<file path="src/hw/rtl/hds_pkg.sv">
// ----------------------------------------------------------------------------
// Huffman delta sample decoder package
// Shared widths, the queue entry type and the bit-scan helpers used by the
// front and back parts of the decoder.
// ----------------------------------------------------------------------------
package hds_pkg;

  localparam int WORD_W         = 16;
  localparam int REM_W          = 15;
  localparam int MAX_CODE_ZEROS = 6;

  // Class of a queued word, decided by the front part.
  typedef enum logic [1:0] {
    KIND_EXPLICIT = 2'd0,
    KIND_CODED    = 2'd1,
    KIND_MARKER   = 2'd2
  } hds_kind_t;

  // One queued word: its class, the channel-start flag and either the
  // explicit sample or the code bits that follow the start marker.
  typedef struct packed {
    hds_kind_t          kind;
    logic               start;
    logic [REM_W-1:0]   data;
  } hds_entry_t;

  // Position of the lowest set bit of a 15-bit value (0 when none is set).
  function automatic logic [3:0] lowest_one15(input logic [REM_W-1:0] bits);
    logic [3:0] pos;
    pos = '0;
    for (int i = REM_W - 1; i >= 0; i--) begin
      if (bits[i]) begin
        pos = 4'(i);
      end
    end
    return pos;
  endfunction

  // Position of the lowest set bit of a 16-bit word (0 when none is set).
  function automatic logic [3:0] lowest_one16(input logic [WORD_W-1:0] bits);
    logic [3:0] pos;
    pos = '0;
    for (int i = WORD_W - 1; i >= 0; i--) begin
      if (bits[i]) begin
        pos = 4'(i);
      end
    end
    return pos;
  endfunction

endpackage

</file>
<file path="src/hw/rtl/hds_word_if.sv">
// ----------------------------------------------------------------------------
// Input word channel
// Valid/ready channel that carries one raw waveform word per transaction.
// ----------------------------------------------------------------------------
interface hds_word_if;
  logic                         valid;
  logic                         ready;
  logic [hds_pkg::WORD_W-1:0]   raw_word;
  logic                         channel_start;

  modport source (output valid, output raw_word, output channel_start, input ready);
  modport sink   (input valid, input raw_word, input channel_start, output ready);
endinterface

</file>
<file path="src/hw/rtl/hds_sample_if.sv">
// ----------------------------------------------------------------------------
// Output sample channel
// Valid/ready channel that carries one decoded sample per transaction.
// ----------------------------------------------------------------------------
interface hds_sample_if;
  logic                         valid;
  logic                         ready;
  logic [hds_pkg::WORD_W-1:0]   sample;
  logic                         bad_pattern;
  logic                         last_of_word;

  modport source (output valid, output sample, output bad_pattern,
                  output last_of_word, input ready);
  modport sink   (input valid, input sample, input bad_pattern,
                  input last_of_word, output ready);
endinterface

</file>
<file path="src/hw/rtl/hds_front.sv">
// ----------------------------------------------------------------------------
// Decoder front part
// Accepts raw words, classifies them and strips the padding and start marker
// from coded words before handing them to the queue.
// ----------------------------------------------------------------------------
module hds_front (
  input  logic                   clk,
  input  logic                   rst,
  hds_word_if.sink               word_ch,
  output logic                   push_valid,
  input  logic                   push_ready,
  output hds_pkg::hds_entry_t    push_data
);
  import hds_pkg::*;

  logic        stage_valid;
  hds_entry_t  stage_entry;
  hds_entry_t  classified;
  logic [3:0]  marker_pos;
  logic [REM_W-1:0] code_bits;

  // A word is taken whenever the stage is empty or drains this cycle.
  assign word_ch.ready = !stage_valid || push_ready;
  assign push_valid    = stage_valid;
  assign push_data     = stage_entry;

  // Classify the word and keep only the bits above the start marker.
  always_comb begin
    marker_pos = lowest_one16(word_ch.raw_word);
    code_bits  = REM_W'(word_ch.raw_word >> (5'(marker_pos) + 5'd1));
    classified.start = word_ch.channel_start;
    if (!word_ch.raw_word[WORD_W-1]) begin
      classified.kind = KIND_EXPLICIT;
      classified.data = word_ch.raw_word[REM_W-1:0];
    end else if (code_bits == '0) begin
      classified.kind = KIND_MARKER;
      classified.data = '0;
    end else begin
      classified.kind = KIND_CODED;
      classified.data = code_bits;
    end
  end

  // Stage control.
  always_ff @(posedge clk) begin
    if (rst) begin
      stage_valid <= 1'b0;
    end else if (word_ch.valid && word_ch.ready) begin
      stage_valid <= 1'b1;
    end else if (push_ready) begin
      stage_valid <= 1'b0;
    end
  end

  // Stage payload.
  always_ff @(posedge clk) begin
    if (word_ch.valid && word_ch.ready) begin
      stage_entry <= classified;
    end
  end

endmodule

</file>
<file path="src/hw/rtl/hds_queue.sv">
// ----------------------------------------------------------------------------
// Decoder word queue
// Short first-in first-out buffer between the front and back parts.
// ----------------------------------------------------------------------------
module hds_queue #(
  parameter int DEPTH = 4
) (
  input  logic                   clk,
  input  logic                   rst,
  input  logic                   push_valid,
  output logic                   push_ready,
  input  hds_pkg::hds_entry_t    push_data,
  output logic                   pop_valid,
  input  logic                   pop,
  output hds_pkg::hds_entry_t    pop_data
);
  import hds_pkg::*;

  localparam int PTR_W = (DEPTH > 1) ? $clog2(DEPTH) : 1;
  localparam int CNT_W = $clog2(DEPTH + 1);

  hds_entry_t        entries [DEPTH];
  logic [PTR_W-1:0]  wr_ptr;
  logic [PTR_W-1:0]  rd_ptr;
  logic [CNT_W-1:0]  count;
  logic              do_push;
  logic              do_pop;

  assign push_ready = (count != CNT_W'(DEPTH));
  assign pop_valid  = (count != '0);
  assign pop_data   = entries[rd_ptr];
  assign do_push    = push_valid && push_ready;
  assign do_pop     = pop && pop_valid;

  // Pointers and fill count.
  always_ff @(posedge clk) begin
    if (rst) begin
      wr_ptr <= '0;
      rd_ptr <= '0;
      count  <= '0;
    end else begin
      if (do_push) begin
        wr_ptr <= (wr_ptr == PTR_W'(DEPTH - 1)) ? '0 : wr_ptr + 1'b1;
      end
      if (do_pop) begin
        rd_ptr <= (rd_ptr == PTR_W'(DEPTH - 1)) ? '0 : rd_ptr + 1'b1;
      end
      if (do_push && !do_pop) begin
        count <= count + 1'b1;
      end else if (do_pop && !do_push) begin
        count <= count - 1'b1;
      end
    end
  end

  // Entry storage.
  always_ff @(posedge clk) begin
    if (do_push) begin
      entries[wr_ptr] <= push_data;
    end
  end

endmodule

</file>
<file path="src/hw/rtl/hds_back.sv">
// ----------------------------------------------------------------------------
// Decoder back part
// Takes classified words from the queue, decodes one code per cycle against
// the last sample unless the output stalls, and feeds the registered output.
// ----------------------------------------------------------------------------
module hds_back (
  input  logic                   clk,
  input  logic                   rst,
  input  logic                   pop_valid,
  output logic                   pop,
  input  hds_pkg::hds_entry_t    pop_data,
  hds_sample_if.source           sample_ch
);
  import hds_pkg::*;

  logic              busy;
  logic              busy_next;
  logic [REM_W-1:0]  work_rem;
  logic [REM_W-1:0]  work_rem_next;
  logic [WORD_W-1:0] last_sample;
  logic [WORD_W-1:0] last_sample_next;

  logic              out_valid;
  logic [WORD_W-1:0] out_sample;
  logic              out_bad;
  logic              out_last;

  logic              advance;
  logic              step;
  logic              emit;
  logic [WORD_W-1:0] emit_sample;
  logic              emit_bad;
  logic              emit_last;

  hds_kind_t         cur_kind;
  logic [REM_W-1:0]  cur_rem;
  logic [WORD_W-1:0] base;
  logic [3:0]        zeros;
  logic              bad_code;
  logic [WORD_W-1:0] mag;
  logic [WORD_W-1:0] coded_sample;
  logic [REM_W-1:0]  rem_after;

  assign sample_ch.valid        = out_valid;
  assign sample_ch.sample       = out_sample;
  assign sample_ch.bad_pattern  = out_bad;
  assign sample_ch.last_of_word = out_last;

  // The output register can take a new result when empty or being drained.
  assign advance = !out_valid || sample_ch.ready;
  assign step    = advance && (busy || pop_valid);
  assign pop     = step && !busy;

  // Current work: the rest of a word in progress, or the queue head.
  always_comb begin
    if (busy) begin
      cur_kind = KIND_CODED;
      cur_rem  = work_rem;
      base     = last_sample;
    end else begin
      cur_kind = pop_data.kind;
      cur_rem  = pop_data.data;
      base     = pop_data.start ? '0 : last_sample;
    end
  end

  // Decode the lowest code: its zero count selects the delta.
  always_comb begin
    zeros        = lowest_one15(cur_rem);
    bad_code     = (zeros > 4'(MAX_CODE_ZEROS));
    mag          = WORD_W'((5'(zeros) + 5'd1) >> 1);
    coded_sample = zeros[0] ? base - mag : base + mag;
    rem_after    = cur_rem >> (5'(zeros) + 5'd1);
  end

  // Result selection and next state.
  always_comb begin
    emit             = 1'b0;
    emit_sample      = '0;
    emit_bad         = 1'b0;
    emit_last        = 1'b0;
    busy_next        = busy;
    work_rem_next    = work_rem;
    last_sample_next = last_sample;
    if (step) begin
      unique case (cur_kind)
        KIND_EXPLICIT: begin
          emit             = 1'b1;
          emit_sample      = {1'b0, cur_rem};
          emit_last        = 1'b1;
          last_sample_next = {1'b0, cur_rem};
          busy_next        = 1'b0;
        end
        KIND_MARKER: begin
          last_sample_next = base;
          busy_next        = 1'b0;
        end
        KIND_CODED: begin
          emit = 1'b1;
          if (bad_code) begin
            emit_bad         = 1'b1;
            emit_last        = 1'b1;
            last_sample_next = base;
            busy_next        = 1'b0;
          end else begin
            emit_sample      = coded_sample;
            emit_last        = (rem_after == '0);
            last_sample_next = coded_sample;
            busy_next        = (rem_after != '0);
            work_rem_next    = rem_after;
          end
        end
        default: begin
          busy_next = 1'b0;
        end
      endcase
    end
  end

  // Control state.
  always_ff @(posedge clk) begin
    if (rst) begin
      busy        <= 1'b0;
      last_sample <= '0;
      out_valid   <= 1'b0;
    end else begin
      busy        <= busy_next;
      last_sample <= last_sample_next;
      if (advance) begin
        out_valid <= emit;
      end
    end
  end

  // Payload registers.
  always_ff @(posedge clk) begin
    work_rem <= work_rem_next;
    if (advance && emit) begin
      out_sample <= emit_sample;
      out_bad    <= emit_bad;
      out_last   <= emit_last;
    end
  end

endmodule

</file>
<file path="src/hw/rtl/huffman_delta_sample_decoder.sv">
// ----------------------------------------------------------------------------
// Huffman delta sample decoder
// Decodes 16-bit waveform words, explicit or Huffman-coded deltas, into a
// stream of samples.
//
//   Channel     Role    Transaction payload
//   word_ch     sink    raw_word[15:0], channel_start
//   sample_ch   source  sample[15:0], bad_pattern, last_of_word
//
// The single code decoder in the back part takes one code of a coded word
// at a time and emits one sample per cycle while the output is not
// stalled; an explicit word gives one sample, a marker-only word none.
// A word passes the front register, the queue and the output register
// before its first sample. The queue holds QUEUE_DEPTH words so the front
// keeps taking words while the back decodes or the output stalls.
// Reset clears the last sample to zero and empties all stages.
// ----------------------------------------------------------------------------
module huffman_delta_sample_decoder #(
  parameter int QUEUE_DEPTH = 4
) (
  input  logic          clk,
  input  logic          rst,
  hds_word_if.sink      word_ch,
  hds_sample_if.source  sample_ch
);
  import hds_pkg::*;

  logic        push_valid;
  logic        push_ready;
  hds_entry_t  push_data;
  logic        pop_valid;
  logic        pop;
  hds_entry_t  pop_data;

  // Accept and classify words.
  hds_front u_front (
    .clk        (clk),
    .rst        (rst),
    .word_ch    (word_ch),
    .push_valid (push_valid),
    .push_ready (push_ready),
    .push_data  (push_data)
  );

  // Buffer classified words.
  hds_queue #(
    .DEPTH (QUEUE_DEPTH)
  ) u_queue (
    .clk        (clk),
    .rst        (rst),
    .push_valid (push_valid),
    .push_ready (push_ready),
    .push_data  (push_data),
    .pop_valid  (pop_valid),
    .pop        (pop),
    .pop_data   (pop_data)
  );

  // Decode and emit samples.
  hds_back u_back (
    .clk       (clk),
    .rst       (rst),
    .pop_valid (pop_valid),
    .pop       (pop),
    .pop_data  (pop_data),
    .sample_ch (sample_ch)
  );

endmodule

</file>
<file path="src/flat_wrapper.sv">
// flat-port wrapper written by rule: the top's interface ports become plain ports
module huffman_delta_sample_decoder_flat import hds_pkg::*;
#(
  parameter int QUEUE_DEPTH = 4
)
  (clk, rst, word_ch_valid, word_ch_raw_word, word_ch_channel_start, word_ch_ready, sample_ch_valid, sample_ch_sample, sample_ch_bad_pattern, sample_ch_last_of_word, sample_ch_ready);
  hds_word_if word_ch_i ();
  hds_sample_if sample_ch_i ();
  input  logic clk;
  input  logic rst;
  input wire logic [$bits(word_ch_i.valid)-1:0] word_ch_valid;
  input wire logic [$bits(word_ch_i.raw_word)-1:0] word_ch_raw_word;
  input wire logic [$bits(word_ch_i.channel_start)-1:0] word_ch_channel_start;
  output wire logic [$bits(word_ch_i.ready)-1:0] word_ch_ready;
  output wire logic [$bits(sample_ch_i.valid)-1:0] sample_ch_valid;
  output wire logic [$bits(sample_ch_i.sample)-1:0] sample_ch_sample;
  output wire logic [$bits(sample_ch_i.bad_pattern)-1:0] sample_ch_bad_pattern;
  output wire logic [$bits(sample_ch_i.last_of_word)-1:0] sample_ch_last_of_word;
  input wire logic [$bits(sample_ch_i.ready)-1:0] sample_ch_ready;
  assign word_ch_i.valid = word_ch_valid;
  assign word_ch_i.raw_word = word_ch_raw_word;
  assign word_ch_i.channel_start = word_ch_channel_start;
  assign word_ch_ready = word_ch_i.ready;
  assign sample_ch_valid = sample_ch_i.valid;
  assign sample_ch_sample = sample_ch_i.sample;
  assign sample_ch_bad_pattern = sample_ch_i.bad_pattern;
  assign sample_ch_last_of_word = sample_ch_i.last_of_word;
  assign sample_ch_i.ready = sample_ch_ready;
  huffman_delta_sample_decoder #(.QUEUE_DEPTH(QUEUE_DEPTH)) u_core (.clk(clk), .rst(rst), .word_ch(word_ch_i), .sample_ch(sample_ch_i));
endmodule
</file>
<file path="config.mk">
export PLATFORM = sky130hd
export DESIGN_NAME = huffman_delta_sample_decoder_flat
export DESIGN_NICKNAME = d
export VERILOG_FILES = /design/src/hw/rtl/hds_pkg.sv /design/src/hw/rtl/hds_word_if.sv /design/src/hw/rtl/hds_sample_if.sv /design/src/hw/rtl/hds_front.sv /design/src/hw/rtl/hds_queue.sv /design/src/hw/rtl/hds_back.sv /design/src/hw/rtl/huffman_delta_sample_decoder.sv /design/src/flat_wrapper.sv
export SDC_FILE = /design/constraint.sdc
export NUM_CORES = 1
export LEC_CHECK = 0
export BUFFER_PORTS_ARGS = -buffer_cell sky130_fd_sc_hd__buf_2
export CAP_MARGIN = 5
export CORE_UTILIZATION = 63
export CTS_CLUSTER_SIZE = 8
export DETAILED_ROUTE_END_ITERATION = 7
export PLACE_DENSITY = 0.83
export SYNTH_ARGS = -nofsm -noshare
export SYNTH_HDL_FRONTEND = slang
export SYNTH_SLANG_ARGS = --single-unit
export TNS_END_PERCENT = 20
</file>
<file path="constraint.sdc">
create_clock -name clk -period 7.1 [get_ports clk]
set_input_delay 1.42 -clock clk [delete_from_list [all_inputs] [get_ports clk]]
set_output_delay 1.42 -clock clk [all_outputs]
set_load 0.02 [all_outputs]
</file>
After elaboration in Yosys (flattened, before gate mapping). Memories as Yosys holds them, arrays and structs flattened. A register that Yosys moved wholly into a read port is not among the register bits. Index checks and enable logic that the tools add are counted.

Flip-flop bits (word level): 77. Bits in writable memories: 72. Input bits: 21. Output and inout port bits: 20. Logic and storage cells: 121. Memories kept: 1.

Memory list: u_core.u_queue.entries (words 4, bits a word 18, read ports 1, clocked after Yosys merged registers in 1, write ports 1, RTL line hds_queue.sv:22) `hds_entry_t entries [DEPTH];`.

Add/subtract/negate cells: 9. $lt $le $gt $ge: 1. Eq/ne operators: 5. Shift operators: 2. Muxes and demuxes: 60. Bitwise logic cells: 1. Reductions and logical operators: 28.

Operators by type and width (count): 2-to-1 mux 4 bit (31); 2-to-1 mux 16 bit (5); one-hot mux 16 bit (3 select lines) (1); 2-to-1 mux 15 bit (3); one-hot mux 16 bit (2 select lines) (1); zero test 15 bit (2); adder 16 x 4 -> 16 bit (1); right shift 16 x 5 -> 15 bit (1); subtractor 16 x 4 -> 16 bit (1); adder 4 x 1 -> 5 bit (second input constant) (3); nonzero test 15 bit (1); right shift 15 x 5 -> 15 bit (1); 2-to-1 mux 2 bit (6); 2-to-1 mux 1 bit (10); logical AND 1 bit (8); equality test 2 bit (second input constant) (3); 2-to-1 mux 3 bit (2); nonzero test 3 bit (2); zero test 1 bit (5); adder 2 x 1 -> 2 bit (second input constant) (2); > comparator 4 x 3 -> 1 bit (second input constant) (1); AND reduction 2 bit (2); nonzero test 2 bit (2); adder 3 x 1 -> 3 bit (second input constant) (1); 9 further kinds (11).

Logic depth before layout (Yosys ltp).
Word-level depth: 21. Gate-level depth with buffers: 27. Depth with buffers taken out: 24.

Cells and area by module. From an unflattened synthesis, not the netlist that was laid out.

Cells, all modules: 865. Area, all modules: 9222.6 um^2.

By module, submodules not included: hds_back (instances 1, cells an instance 523, area each 4440.5 um^2, seq. area each 1321.3 um^2); hds_queue (instances 1, cells an instance 142, area each 3075.4 um^2, seq. area each 2342.2 um^2); hds_front (instances 1, cells an instance 200, area each 1706.6 um^2, seq. area each 560.5 um^2).

Worst setup path before layout. No wires, ideal clock.

Kind: register to register. From: reg (tool-made name). To: reg u_core.u_back.last_sample[15]. Library setup time: 0.070 ns. Arrival: 5.454 ns. Data required time: 7.030 ns. Path slack: 1.576 ns. Cell stages (with the launch flop): 24. Path buffers: 3. Clock period less this slack: 5.524 ns. Cell sequence: dfxtp_1 buf_6 buf_6 mux4_2 mux2_4 or4_4 o211ai_4 inv_2 clkbuf_1 ha_1 nand2_1 nor2_1 ha_1 a21oi_1 ha_1 a21boi_0 o211ai_1 a21oi_1 o31ai_1 o21ai_0 a31oi_1 xnor2_1 or4b_1 a21oi_1.

RTL lines: to (signal assigned) (RTL line hds_back.sv:128) `last_sample <= last_sample_next;`; to (decl) (RTL line hds_back.sv:20) `logic [WORD_W-1:0] last_sample;`.

==> run_results.csv <==
group,metric,value,unit
synthesis,avgSynthCellArea,9.88,um2
global_routing,busiest_layer,"met2",
sta,post-route-period-util,92.2,%
global_routing,grt_max_degree,32,
global_routing,grt_use_met3,6.64,%
cts,cts_resized,0,
synthesis,yosys-top-cells-area,"edfxtp_1 (40%), dfxtp_1 (6.1%), mux2i_1 (4.7%)",
floorplanning,chipWidth,123,um
sta,rsz0062_at_grt,"false",
sta,setup_ws,0.555,ns
final_layout,drive_gt1_share,13.8,%
floorplanning,start_util,65.4,%
synthesis,synthesis.area,9220,um2
setup_path,cp.required,7.45,ns
sta,clock.fmax,153,MHz
cts,holdBufCountCts,0,
cts,numCtsBuffers,17,
drt,dr_total_vias,7770,
placement,hpwlAfterDp,16900,um
drt,wl,24100,um
hold_path,whs_endpoint,"u_core.u_back.last_sample[12]$_SDFFE_PP0P_",
global_routing,grt_pass1_wl,37700,um
setup_path,crit_path_max_incr_delay,0.75,ns
synthesis,ys.flop_type,"edfxtp_1",
drt,drt_iter0_drc,1060,
synthesis,synth_seq_area_share,45.8,%
setup_path,cp-end-kind,"register",
sta,hold_viol_final,0,
global_routing,use_met2,51.3,%
placement,gp_congestion,0.986,
synthesis,ys_types,80,
cts,root_buffer,"clkbuf_16",
global_routing,grt_usage,33.5,%
synthesis,yosys.area.top_type_share,39.8,%
final_layout,diodes,0,
final_layout,nets,1008,
synthesis,ys_warn_count,0,
cts,clk_latency,0.42,ns
setup_path,crit_slowest_cell,"dfxtp_1",
setup_path,worstReg2RegEnd,"u_core.u_back.last_sample[15]$_SDFFE_PP0P_",
cts,htreeDepth,4,
drt,firstDrtPassIters,5,
sta,setup_viol,0,
floorplanning,die_h,123,um
hold_path,hold_class,"reg -> reg",
drt,routedWlPerCell,21.0,um
global_routing,antenna_found_initial,1,
synthesis,async_flop_share,0,%
setup_path,critPathKind,"reg -> reg",
sta,final-max-slew-violation-count,0,
setup_path,cp_cell_sequence,"mux4_2 > and2_1 > a32o_1 > nand3_1 > nand3_1 > nand2_1 > inv_2 > ha_1 > xnor2_1 > nand2_1 > nor2_1 > ha_1 > a21oi_1 > ha_1 > a21boi_0 > o211ai_1 > a21oi_1 > o31ai_1 > o21ai_0 > a31oi_1 > xnor2_1 > or4b_1 > a21oi_1",
floorplanning,pin_count,41,
synthesis,syn_inst,933,
global_routing,use_met1,48.3,%
hold_path,hold_depth,2,
hold_path,hp-start,"u_core.u_back.last_sample[12]$_SDFFE_PP0P_",
sta,relSlewSlack,21.0,%
cts,cts_tree,"built",
setup_path,cp-start-kind,"register",
drt,drc_errors,0,
drt,viasPerCell,6.76,
flow_run,cap_violations,0,
synthesis,synth_seq_cells,150,
drt,detail-route-antenna-nets,0,
cts,clkSlewWorstSetupHoldPaths,0.07,ns
global_routing,grt_pass1_vias,7001,
synthesis,synth.largest_area_cell,"edfxtp_1",
sta,setup-tns-final,0,ns
placement,portBuffers,40,
setup_path,arrival,6.90,ns
sta,fin_hold_ws,0.449,ns
sta,period_needed,6.55,ns
setup_path,rrSetupSlack,0.55,ns
cts,cts_post_setup_buffers_inserted,0,
sta,worst_pin_slew,1.18,ns
setup_path,path_max_fanout,12,
floorplanning,core.rowCount,43,
run_status,status,"complete, no violations",
final_layout,syn_to_final_growth,9.98,%
cts,clk_path_buf_depth,2,
cts,clock_sinks,150,
placement,pre_cts_ws,0.712,ns
floorplanning,core,14100,um2
synthesis,synth_nets,985,
synthesis,synth-edff-count,122,
global_routing,grt.overflow.total,0,
floorplanning,die-area,15100,um2
sta,finalClockSkew,0.0150,ns
setup_path,ff2ff_path_depth,23,
## cell usage in the layout (no fill, tap or decap), drive strengths merged, types with 11 or more instances in the layout
cell type and instances:
xnor2 11, a21oi 64, ha 29, clkbuf 17
dfxtp 28, mux2 12, nor2 101, mux2i 43
mux4 12, a22oi 18, inv 44, o21ai 51
edfxtp 122, nand2 96, nor3 19, and2 21
a211oi 12, buf 57, nand3 25, nand2b 11
## state kept, by name, summed over array words and instances (netlist names), named ones only
signal / flops
u_core.u_back.sample_ch.valid: 1
u_core.u_back.busy: 1
u_core.u_queue.wr_ptr: 2
u_core.u_back.sample_ch.sample: 16
u_core.u_queue.entries: 72
u_core.u_back.sample_ch.bad_pattern: 1
u_core.u_back.last_sample: 16
u_core.u_back.work_rem: 14
u_core.u_queue.rd_ptr: 2
u_core.u_front.push_data: 18
u_core.u_back.sample_ch.last_of_word: 1
u_core.u_front.push_valid: 1
u_core.u_queue.count: 3
## per-stage QoR
step	instances	utilization (%)	instance area [um2]
floorplan	933	-	9220
global placement	1117	67.8	9550
detailed placement	1117	67.8	9550
CTS	1149	71.9	10100
global route	1149	71.9	10100
finish	1149	71.9	10100
## cell families after synthesis
| family | Yosys count | synth area share (%) |
|---|---|---|
| simple gates | 335 | 17.3 |
| compound gates | 247 | 18.0 |
| flops | 150 | 45.8 |
| buf+inv | 89 | 3.98 |
| mux | 67 | 9.11 |
| fa+ha+maj | 31 | 4.37 |
| xor+xnor | 14 | 1.41 |
## layer usage
metal,vias to the layer above,wire (um)
li1,3550,-
met1,3676,10100
met2,479,11000
met3,63,2470
met4,2,601
met5,-,9
## worst max path at each step
stage / start / endpoint / slack [ns] / cells after the start
6_report: register / u_core.u_back.last_sample[15]$_SDFFE_PP0P_ / 0.55 / 23
5_1_grt: u_core.u_back.busy$_SDFFE_PP0P_ / u_core.u_back.last_sample[15]$_SDFFE_PP0P_ / 0.07 / 23
4_1_cts: register / u_core.u_back.last_sample[15]$_SDFFE_PP0P_ / 0.66 / 23
3_5_place_dp: register / u_core.u_back.last_sample[15]$_SDFFE_PP0P_ / 0.71 / 23
3_3_place_gp: register / u_core.u_back.last_sample[15]$_SDFFE_PP0P_ / 1.0 / 23
2_1_floorplan: register / u_core.u_back.last_sample[15]$_SDFFE_PP0P_ / 1.58 / 23
## area by class of cell
| cell class | instances | area (um2) |
|---|---|---|
| sequential | 150 | 4220 |
| multi-input combinational | 694 | 4640 |
| tap | 180 | 225 |
| fill | 1029 | 3960 |
| inverter | 36 | 135 |
| clock inverter | 15 | 158 |
| timing repair buffer | 57 | 328 |
| clock buffer | 17 | 425 |
## synth_stat cells (all sizes together) (5+ instances only)
library cell	n
a211oi	12
a21boi	7
a21o	5
a21oi	64
a22oi	18
a31oi	9
and2	21
and3	7
buf	16
clkbuf	37
dfxtp	28
edfxtp	122
ha	29
inv	36
mux2	12
mux2i	43
mux4	12
nand2	96
nand2b	11
nand3	25
nand3b	6
nor2	101
nor2b	9
nor3	19
nor4	9
o2111ai	7
o211ai	9
o21ai	51
o22ai	7
o31ai	9
or2	8
or3	8
or4	5
xnor2	11
## worst max-delay path, delay by kind of cell, from the launching register on
| family | cells | cell delay, ns |
|---|---|---|
| AOI/OAI and AO/OA | 9 | 1.98 |
| xor gates and xnor gates | 2 | 0.28 |
| adders and majority gates | 3 | 0.79 |
| buffers and inverters | 1 | 0.20 |
| DFF | 1 | 0.75 |
| muxes | 1 | 0.62 |
| and+or+nand+nor | 7 | 1.85 |
Power is left out: the tool's default activity adds up to more than one toggle a clock period on the data nets, which glitch-free logic cannot reach.
